[src/sv/qau_pkg.sv]
// Shared types and constants of the quaternion arithmetic unit.
// No dependencies; every other file of the unit imports this package.
`default_nettype none

package qau_pkg;

    // Default sizes of the Q2.14 number format
    localparam int QAU_FRAC_BITS  = 14;
    localparam int QAU_DATA_WIDTH = 16;

    // Depth of the queue between the front and the back
    localparam int QAU_QDEPTH = 2;

    // Operation codes as carried in req_type
    typedef enum logic [2:0] {
        OP_ADD   = 3'd0,
        OP_SUB   = 3'd1,
        OP_MUL   = 3'd2,
        OP_SCALE = 3'd3,
        OP_CONJ  = 3'd4,
        OP_NEG   = 3'd5,
        OP_ROT   = 3'd6,
        OP_DOT   = 3'd7
    } op_t;

    // Classification of one item, made by the front, used by the back
    typedef struct packed {
        op_t  op;
        logic lin;    // add, sub, conjugate or negate: no multiplier
        logic ham;    // full Hamilton product
        logic scale;  // a times the scalar b_w
        logic rot;    // vector rotation, two multiplier passes
        logic dot;    // four-component dot product
    } qau_ctrl_t;

endpackage

`default_nettype wire

[src/sv/qau_front.sv]
// Front of the quaternion unit: accepts items, classifies the operation and
// holds them in a short queue for the back. Depends on qau_pkg.
`default_nettype none

module qau_front import qau_pkg::*; #(
    parameter int DATA_WIDTH = QAU_DATA_WIDTH
) (
    input  wire logic                      aclk,
    input  wire logic                      aresetn,
    input  wire logic                      in_valid,
    output logic                           in_ready,
    input  wire logic [2:0]                in_req_type,
    input  wire logic [4*DATA_WIDTH-1:0]   in_a,
    input  wire logic [4*DATA_WIDTH-1:0]   in_b,
    output logic                           out_valid,
    input  wire logic                      out_ready,
    output qau_ctrl_t                      out_ctrl,
    output logic [4*DATA_WIDTH-1:0]        out_a,
    output logic [4*DATA_WIDTH-1:0]        out_b
);

    localparam int PTR_W = (QAU_QDEPTH > 1) ? $clog2(QAU_QDEPTH) : 1;
    localparam int CNT_W = $clog2(QAU_QDEPTH + 1);

    qau_ctrl_t                 ctrl_q   [QAU_QDEPTH];
    logic [4*DATA_WIDTH-1:0]   a_q      [QAU_QDEPTH];
    logic [4*DATA_WIDTH-1:0]   b_q      [QAU_QDEPTH];
    logic [PTR_W-1:0]          wr_ptr_reg, wr_ptr_next;
    logic [PTR_W-1:0]          rd_ptr_reg, rd_ptr_next;
    logic [CNT_W-1:0]          count_reg, count_next;
    qau_ctrl_t                 dec_ctrl;
    logic                      push;
    logic                      pop;

    // Classify the operation code
    always_comb begin
        dec_ctrl       = '0;
        dec_ctrl.op    = op_t'(in_req_type);
        case (op_t'(in_req_type))
            OP_ADD, OP_SUB, OP_CONJ, OP_NEG: dec_ctrl.lin = 1'b1;
            OP_MUL:   dec_ctrl.ham   = 1'b1;
            OP_SCALE: dec_ctrl.scale = 1'b1;
            OP_ROT:   dec_ctrl.rot   = 1'b1;
            OP_DOT:   dec_ctrl.dot   = 1'b1;
            default:  dec_ctrl.lin   = 1'b0;
        endcase
    end

    // Queue handshake
    assign in_ready  = (count_reg != CNT_W'(QAU_QDEPTH));
    assign push      = in_valid && in_ready;
    assign out_valid = (count_reg != '0);
    assign pop       = out_valid && out_ready;

    assign out_ctrl = ctrl_q[rd_ptr_reg];
    assign out_a    = a_q[rd_ptr_reg];
    assign out_b    = b_q[rd_ptr_reg];

    // Advance pointers and count
    always_comb begin
        wr_ptr_next = wr_ptr_reg;
        rd_ptr_next = rd_ptr_reg;
        count_next  = count_reg;
        if (push) begin
            wr_ptr_next = (wr_ptr_reg == PTR_W'(QAU_QDEPTH - 1)) ? '0 : wr_ptr_reg + 1'b1;
        end
        if (pop) begin
            rd_ptr_next = (rd_ptr_reg == PTR_W'(QAU_QDEPTH - 1)) ? '0 : rd_ptr_reg + 1'b1;
        end
        if (push && !pop) begin
            count_next = count_reg + 1'b1;
        end else if (pop && !push) begin
            count_next = count_reg - 1'b1;
        end
    end

    always_ff @(posedge aclk) begin
        if (!aresetn) begin
            wr_ptr_reg <= '0;
            rd_ptr_reg <= '0;
            count_reg  <= '0;
        end else begin
            wr_ptr_reg <= wr_ptr_next;
            rd_ptr_reg <= rd_ptr_next;
            count_reg  <= count_next;
        end
    end

    // Hold the item in its slot
    always_ff @(posedge aclk) begin
        if (push) begin
            ctrl_q[wr_ptr_reg] <= dec_ctrl;
            a_q[wr_ptr_reg]    <= in_a;
            b_q[wr_ptr_reg]    <= in_b;
        end
    end

`ifndef SYNTHESIS
    a_count_bound: assert property (@(posedge aclk) disable iff (!aresetn)
        count_reg <= CNT_W'(QAU_QDEPTH))
        else $error("queue count beyond depth");

    a_push_shows: assert property (@(posedge aclk) disable iff (!aresetn)
        (count_reg == '0 && push) |=> out_valid)
        else $error("item pushed into empty queue not offered");
`endif

endmodule

`default_nettype wire

[config.mk]
export PLATFORM = sky130hd
export DESIGN_NAME = qau_front
export DESIGN_NICKNAME = d
export VERILOG_FILES = /design/src/sv/qau_pkg.sv /design/src/sv/qau_front.sv
export SDC_FILE = /design/constraint.sdc
export NUM_CORES = 1
export LEC_CHECK = 0
export BUFFER_PORTS_ARGS = -buffer_cell sky130_fd_sc_hd__buf_4
export CORE_MARGIN = 2
export CORE_UTILIZATION = 42
export CTS_BUF_LIST = sky130_fd_sc_hd__clkbuf_16
export CTS_CLUSTER_DIAMETER = 80
export DETAILED_ROUTE_END_ITERATION = 8
export PLACE_DENSITY = 0.69
export SYNTH_ARGS = -nofsm -noshare
export SYNTH_HDL_FRONTEND = slang
export SYNTH_SLANG_ARGS = --single-unit
[constraint.sdc]
create_clock -name aclk -period 5.3 [get_ports aclk]
set_input_delay 0.795 -clock aclk [delete_from_list [all_inputs] [get_ports aclk]]
set_output_delay 0.795 -clock aclk [all_outputs]
set_load 0.02 [all_outputs]
==> Word-level counts from Yosys, hierarchy flattened <==
Memories as Yosys holds them, arrays and structs flattened. A register that Yosys moved wholly into a read port is not among the register bits.
Index checks and enable logic that the tools add are counted.
{ "op_classes": {"n_addsub": 4, "n_eq_ne": 8, "n_mux": 17, "n_reduce_logical": 10} }
{ "op_table": {"columns": ["cell", "n"], "rows": [
  ["$mux W1", 15],
  ["$eq A3 B3 Y1 const B", 4],
  ["$eq A3 B2 Y1 const B", 2],
  ["$logic_and A1 B1 Y1", 4],
  ["$mux W2", 2],
  ["$reduce_bool A2 Y1", 2],
  ["$reduce_or A4 Y1", 1],
  ["$eq A3 B1 Y1 const B", 1],
  ["$logic_not A3 Y1", 1],
  ["$add A1 B1 Y1 const B", 2],
  ["$add A2 B1 Y2 const B", 1],
  ["$logic_not A1 Y1", 2],
  ["$ne A2 B2 Y1 const B", 1],
  ["$sub A2 B1 Y2 const B", 1]
]} }
{ "word_totals": {"ff_bits": 4, "mem_bits_rw": 272, "input_bits": 135, "out_inout_bits": 138, "memories": 3} }
{ "mem_list": {"columns": ["memory", "words", "word_bits", "rd", "rd_ports_with_merged_regs", "write_ports", "line", "source"], "rows": [
  ["a_q", 2, 64, 1, 1, 1, "qau_front.sv:26", "logic [4*DATA_WIDTH-1:0] a_q [QAU_QDEPTH];"],
  ["b_q", 2, 64, 1, 1, 1, "qau_front.sv:27", "logic [4*DATA_WIDTH-1:0] b_q [QAU_QDEPTH];"],
  ["ctrl_q", 2, 8, 1, 1, 1, "qau_front.sv:25", "qau_ctrl_t ctrl_q [QAU_QDEPTH];"]
]} }

==> Logic depth before layout (Yosys ltp) <==
Gate-level depths: netlist of the first run.
{ "logic_depth": {"word_depth": 6, "mapped_depth": 6} }

==> Worst setup path after synthesis of the first run <==
OpenSTA, ideal clock, no wires.
{ "synth_timing": {"path_type": "input -> register", "startpoint": "in in_valid", "endpoint": "mem a_q[1][0] in the netlist's numbering (enable)", "setup_time_ps": 512, "t_arrival_ps": 3972, "t_required_ps": 4788, "path_slack_ps": 816, "cell_stages": 1, "path_buffers": 0, "path_cell_list": "and3_1"} }
{ "synth_between": {"elab_chain_cells": 3} }
{ "synth_rtl": {"columns": ["item", "line", "source"], "rows": [
  ["from (decl)", "qau_front.sv:10", "input wire logic in_valid,"],
  ["$logic_and A1 B1 Y1", "qau_front.sv:51", "assign push = in_valid && in_ready;"],
  ["$mux W1", "qau_front.sv:91", "if (push) begin"],
  ["$mux W1 (implied by the code)", "qau_front.sv:93", "a_q[wr_ptr_reg] <= in_a;"],
  ["to (decl)", "qau_front.sv:26", null]
]} }
No other way between the ends.

==> reports/qor.yml, run 1 <==
placed_design:
  dp_hpwl_um: 12620
  place_congestion: 0.7479
  portBuffers: 272
worst_setup_path:
  worstSetupEndpointType: "output pin"
  crit_required_ps: 4510
  cp_max_fo: 71
  crit_arrival_ps: 2580
  cp-start-kind: "flip-flop"
  path_class: "flip-flop to output pin"
global_routing:
  grt_busiest_layer: "met2"
  antenna_found_initial: 0
  grt-ovfl-total: 0
  grt_pass1_vias: 5550
  grt_max_degree: 106
  grt_pass1_wl_um: 29300
  gr-usage-met2: 0.2550
  met3_usage: 0.04857
  grt_usage: 0.1450
  gr-usage-met1: 0.1651
power:
  peakVddDrop_mv: 0.2882
  p_leak_nw: 5.113
  power.total_w: 0.006770
  power.density_nw_per_um2: 497.9
final_layout:
  fillers: 1872
  reg_top3: "a_q: 128 flops, b_q: 128 flops, ctrl_q: 16 flops"
  final_nets: 880
  diodes: 0
  synthToLayoutAreaGrowth_pct: 32.85
  drive_gt1_frac: 0.6013
routing:
  dr.first_iter.drc_count: 315
  wl_per_cell_um: 17.79
  wirelength_um: 19370
  via_per_inst: 4.731
  drc: 0
  drtPass1Iterations: 6
  ant_nets: 0
  dr_total_vias: 5152
clock_tree:
  cts_buffers: 29
  htree_levels: 1
  hold_buffers: 0
  cts_sinks: 277
  clkTransAtPathRegs_ps: 60
  cts_tree: "yes"
  clk_latency_ps: 540
  postCtsSetupBuffers: 0
  cts_resized: 0
  cts_root_buf: "clkbuf_16"
  clockBufferDepth: 3
sta:
  fin_setup_tns_ps: 0
  fmax_ghz: 0.2959
  worstMarginPinSlew_ps: 985.1
  hold_ws_ps: 440.2
  rsz0062_at_grt: "no"
  finalClockSkew_ps: 18.79
  period_share: 0.6377
  relSlewSlack: 0.3433
  setup_violations: 0
  drv_slew: 0
  hold_viol_final: 0
  timing.final.crit_period_ps: 3380
floorplanning:
  num_rows: 57
  initial_core_util: 0.4246
  die_h_um: 160.1
  chipWidth_um: 160.1
  io-pin-count: 273
  die_area_sq_um: 25630
  core_sq_um: 24110
min_path:
  min-delay-path-class: "primary input to flip-flop"
logic_synthesis:
  yosys.cell_types.count: 25
  synth_nets: 589
  syn_inst: 453
  synth.yosys.seq_area_share: 0.8078
  syn_area_per_cell_sq_um: 22.59
  syn_area_sq_um: 10230
  synth-seq-cells: 277
  ys_warn_count: 0
flow_run:
  drv_cap: 0
status:
  outcome: "finished clean"
-- through the flow --
step / util / setup slack (ps) / area [sq um] / instances
6_report: 0.5641 / 1920 / 13600 / 1089
5_1_grt: 0.5641 / 1745 / 13600 / 1089
4_1_cts: 0.5641 / 1849 / 13600 / 1089
3_5_place_dp: 0.5240 / 2444 / 12630 / 1037
3_3_place_gp: 0.5240 / 2498 / 12630 / 1037
2_1_floorplan: - / 815.8 / 10230 / 453
-- critical path: stages, from the launching register on --
cell	delay, ps
dfxtp_4	950
buf_12	430
mux2_2	400
buf_4	160
-- worst paths after layout --
kind / from / endpoint / slack [ps] / cells past startpoint
setup reg to reg: count_reg[0] / b_q[0][28] / 2850 / 4
hold / removal: in_a[4] / a_q[1][4] / 440 / 1
setup / recovery: flip-flop / out_b[63] / 1920 / 3
hold reg to reg: rd_ptr_reg / flip-flop / 590 / 2
-- cells in the mapped netlist (all sizes together) --
library cell,count,area share
and2,4,0.0024
xor2,1,0.00086
a21bo,1,0.00098
nand3b,1,0.00073
ha,1,0.0012
nand2,1,0.00037
edfxtp,272,0.80
a21boi,2,0.0015
mux2,136,0.16
or3,1,0.00061
o21ai,2,0.00098
dfxtp,5,0.0098
nor3b,1,0.00073
and3,2,0.0012
xnor2,2,0.0017
nor2,1,0.00037
inv,2,0.00073
buf,15,0.011
nand2b,1,0.0013
nor3,1,0.00049
or2,1,0.00061
-- area by class of cell --
| type | count | area, sq um | share of cell area |
|---|---|---|---|
| Clock inverter | 23 | 240.2 | 0.01767 |
| Tap cell | 324 | 405.4 | 0.02982 |
| Timing Repair Buffer | 275 | 2090 | 0.1537 |
| Sequential cell | 277 | 8272 | 0.6084 |
| Clock buffer | 29 | 725.7 | 0.05337 |
| Multi-Input combinational cell | 159 | 1852 | 0.1362 |
| Inverter | 2 | 12.51 | 0.0009202 |
-- per-layer routing --
| metal | part of all wire | routed length (um) |
|---|---|---|
| met1 | 0.38 | 7271 |
| met2 | 0.51 | 9805 |
| met3 | 0.081 | 1574 |
| met4 | 0.037 | 719 |
| met5 | 0 | 0 |
-- cell usage in the layout (no fill, tap or decap), types with 5 or more instances in the layout --
master / count
inv_1: 6
bufinv_16: 5
edfxtp_1: 272
mux2_2: 96
clkbuf_16: 29
clkinv_2: 5
mux2_4: 40
buf_4: 273
-- cells by family (layout without fill, tap and decap cells) --
| group | count (synthesis) | count (layout) | share of synthesized area |
|---|---|---|---|
| mux | 136 | 136 | 0.1643 |
| xor+xnor | 3 | 3 | 0.002568 |
| flops | 277 | 277 | 0.8078 |
| simple gates | 14 | 14 | 0.008923 |
| fa+ha+maj | 1 | 1 | 0.001222 |
| compound gates | 5 | 5 | 0.003423 |
| buf+inv | 17 | 329 | 0.01174 |
-- power by group --
part           internal, W  total, W  switching, W
Sequential         0.00274   0.00288      0.000139
Clock              0.00123   0.00201      0.000777
Combinational     0.000912   0.00188      0.000968
Total              0.00489   0.00677       0.00188
No activity file was read; power rests on OpenSTA's default activity.
==> run 2, diff against run 1 <==
clock period = 3.3 ns   (was 5.3 ns; I/O delays follow)
==> reports/qor.yml, run 2 (synthesized netlist as in run 1, its figures left out) <==
final_layout:
  final_nets: 887
  synthToLayoutAreaGrowth_pct: 33.12
  diodes: 0
  mostFrequentLayoutCell: "buf_4"
  final_cell_area_sq_um: 13620
  reg_top3: "a_q: 128 flops, b_q: 128 flops, ctrl_q: 16 flops"
  final_cell_mix: "buf_4 (277), edfxtp_1 (272), mux2_2 (96)"
  drive_gt1_frac: 0.5964
worst_setup_path:
  cp_max_fo: 46
  cp-start-kind: "flip-flop"
  worstSetupEndpointType: "output pin"
  crit_required_ps: 2800
  r2r_cells: 4
  crit_arrival_ps: 2220
  path_class: "flip-flop to output pin"
  worst-r2r-setup-slack_ps: 1180
sta:
  period_share: 0.8214
  fin_setup_tns_ps: 0
  fmax_ghz: 0.3689
  hold_viol_final: 0
  rsz0062_at_grt: "no"
  relSlewSlack: 0.5064
  drv_slew: 0
  worstMarginPinSlew_ps: 740.5
  finalClockSkew_ps: 13.14
  setup_violations: 0
  timing.final.crit_period_ps: 2711
min_path:
  min-delay-path-class: "primary input to flip-flop"
  min_path_cells: 1
placed_design:
  postPlaceCellArea_sq_um: 12720
  portBuffers: 272
  dp_hpwl_um: 13080
  place_congestion: 0.7807
floorplanning:
  chipWidth_um: 160.1
  num_rows: 57
  die_h_um: 160.1
  io-pin-count: 273
  core_sq_um: 24110
  initial_core_util: 0.4246
  die_area_sq_um: 25630
routing:
  drc: 0
  dr_total_vias: 5158
  wirelength_um: 19520
  ant_nets: 0
  wl_per_cell_um: 17.79
  via_per_inst: 4.702
  dr.first_iter.drc_count: 243
  drtPass1Iterations: 4
clock_tree:
  cts_sinks: 277
  postCtsSetupBuffers: 0
  htree_levels: 1
  cts_root_buf: "clkbuf_16"
  cts_resized: 0
  cts_tree: "yes"
  cts_buffers: 29
  hold_buffers: 0
  clockBufferDepth: 3
  clkTransAtPathRegs_ps: 60
  clk_latency_ps: 520
power:
  p_leak_nw: 5.149
  peakVddDrop_mv: 0.5586
  power.density_nw_per_um2: 789.0
global_routing:
  grt-ovfl-total: 0
  antenna_found_initial: 0
  grt_usage: 0.1458
  grt_pass1_wl_um: 29590
  grt_pass1_vias: 5450
  grt_max_degree: 83
status:
  outcome: "finished clean"
flow_run:
  drv_cap: 0
run 2: final timing paths:
kind                startpoint      endpoint
hold reg to reg   count_reg[1]  count_reg[1]
setup / recovery     flip-flop   out_ctrl[1]
hold / removal         in_b[0]     b_q[1][0]
setup reg to reg  count_reg[0]    b_q[0][31]
run 2: area by class of cell:
type,count,area (sq um)
Clock buffer,29,725.7
Clock inverter,24,178.9
Fill cell,1872,10480
Inverter,2,11.26
Multi-Input combinational cell,159,1852
Sequential cell,277,8272
Tap cell,324,405.4
Timing Repair Buffer,282,2180
run 2: layer usage:
metal	GRT usage	vias to the layer above	wire (um)
met5	0	-	0
met4	0.03317	0	245
met3	0.03974	18	1386
met2	0.2529	196	9785
met1	0.1838	2547	8104
li1	-	2397	-
run 2: power breakdown:
part	switching, W	internal [W]
sequential	0.000198	0.00440
combinational	0.00160	0.00152
clock	0.00122	0.00181
run 2: through the flow:
step	hold slack [ps]	utilization	power, W	setup WS [ps]	instances
after global routing	123.0	0.5652	0.01120	460.7	1097
final	151.9	0.5652	0.01075	589.4	1097
after floorplan	512.4	-	0.006577	218.9	453
after detailed placement	567.4	0.5277	0.007828	1090	1044
after CTS	124.3	0.5652	0.01090	531.4	1097
after global placement	523.7	0.5277	0.007759	1134	1044
run 2: critical path, cell delays in order (launching register included):
cell and delay, ps:
dfxtp_4 820, buf_12 290, mux2_2 380, buf_4 160
==> run 3, diff against run 2 <==
clock period = 2.5 ns   (was 3.3 ns; I/O delays follow)
==> reports/qor.yml, run 3 (synthesized netlist as in run 1, its figures left out) <==
global_routing:
  antenna_found_initial: 0
  grt-ovfl-total: 0
  grt_pass1_vias: 5686
  grt_pass1_wl_um: 30800
  grt_usage: 0.1523
  grt_max_degree: 52
clock_tree:
  clkTransAtPathRegs_ps: 60
  postCtsSetupBuffers: 0
  cts_buffers: 28
  cts_root_buf: "clkbuf_16"
  htree_levels: 1
  cts_resized: 0
  hold_buffers: 0
  cts_tree: "yes"
  cts_sinks: 277
  clockBufferDepth: 3
  clk_latency_ps: 520
worst_setup_path:
  max_stage_delay_ps: 650
  cp_slowest_cell: "dfxtp_4"
  cp_max_fo: 26
  crit_buf_inv: 2
  path_class: "flip-flop to output pin"
  cp-start-kind: "flip-flop"
  crit_chain: "buf_12 > mux2_2 > buf_4"
  worstSetupEndpointType: "output pin"
  crit_family: "flip-flops"
  crit_arrival_ps: 2010
  crit_required_ps: 2120
sta:
  worstMarginPinSlew_ps: 472.1
  relSlewSlack: 0.6853
  finalClockSkew_ps: 10.79
  fmax_ghz: 0.4193
  setup_violations: 0
  rsz0062_at_grt: "no"
  hold_viol_final: 0
  timing.final.crit_period_ps: 2385
  fin_setup_tns_ps: 0
  drv_slew: 0
  period_share: 0.9540
routing:
  drc: 0
  via_per_inst: 4.759
  ant_nets: 0
  wirelength_um: 20220
  dr_total_vias: 5225
  dr.first_iter.drc_count: 251
  drtPass1Iterations: 4
  wl_per_cell_um: 18.42
floorplanning:
  chipWidth_um: 160.1
  die_area_sq_um: 25630
  num_rows: 57
  initial_core_util: 0.4246
  io-pin-count: 273
  die_h_um: 160.1
  core_sq_um: 24110
final_layout:
  synthToLayoutAreaGrowth_pct: 33.18
  fin_util: 0.5655
  final_cell_mix: "buf_4 (274), edfxtp_1 (272), mux2_2 (96)"
  final_cell_area_sq_um: 13630
  mostFrequentLayoutCell: "buf_4"
  drive_gt1_frac: 0.5943
  fillers: 1894
  diodes: 0
  final_nets: 889
  multi_input_area_sq_um: 1852
  final-seq-area_sq_um: 8273
  reg_top3: "a_q: 128 flops, b_q: 128 flops, ctrl_q: 16 flops"
status:
  outcome: "finished clean"
placed_design:
  dp_hpwl_um: 13810
  place_congestion: 0.7846
  postPlaceCellArea_sq_um: 12820
  portBuffers: 272
power:
  p_leak_nw: 5.146
  peakVddDrop_mv: 0.5916
  power.density_nw_per_um2: 1025
min_path:
  min-delay-path-class: "primary input to flip-flop"
flow_run:
  drv_cap: 0
[run 3: cell types whose count changed in the layout (fill, tap and decap cells not counted), sizes merged]
| cell | change |
|---|---|
| buf | +3 |
| bufinv | -3 |
| inv | +1 |
[run 3: through the flow]
stage	std cells	setup slack, ps	total power [W]	hold slack (ps)
after global routing	1098	6.933	0.01453	6.818
after global placement	1047	680.8	0.01036	523.4
after detailed placement	1047	643.4	0.01047	562.8
after CTS	1098	56.17	0.01415	1.900
final	1098	115.0	0.01397	31.19
after floorplan	453	-565.9	0.008684	473.9
[run 3: power breakdown]
part           switching (W)  internal (W)
clock network        0.00159       0.00207
logic                0.00220       0.00209
registers           0.000217       0.00580
total                0.00401       0.00996
[run 3: worst paths after layout]
| path | from | end | slack (ps) | cells past startpoint |
|---|---|---|---|---|
| worst max-delay path | flip-flop | out_b[1] | 110 | 3 |
| worst min-delay path | in_a[1] | a_q[1][1] | 30 | 1 |
| worst max register to register | count_reg[0] | a_q[1][11] | 740 | 3 |
| worst min register to register | count_reg[1] | count_reg[1] | 570 | 2 |
[run 3: worst register-to-register path, stage by stage, from the launching register on]
cell	delay (ps)
dfxtp_2	380
nand2b_4	160
and3_4	450
buf_4	410
[run 3: routing by layer]
metal,GRT usage,vias to the layer above,part of all wire
met1,0.1736,2563,0.38
met2,0.2690,212,0.51
li1,-,2405,-
met3,0.04961,45,0.085
met5,0,-,0
met4,0.05487,0,0.032
[run 3: layout make-up]
| type | count | area share |
|---|---|---|
| clock buffers | 29 | 0.05324 |
| repair buffers | 285 | 0.1671 |
| well taps | 324 | 0.02974 |
| flip-flops and latches | 277 | 0.6069 |
| inverters | 2 | 0.0008261 |
| clock inverters | 22 | 0.006334 |
| multi-input cells | 159 | 0.1359 |
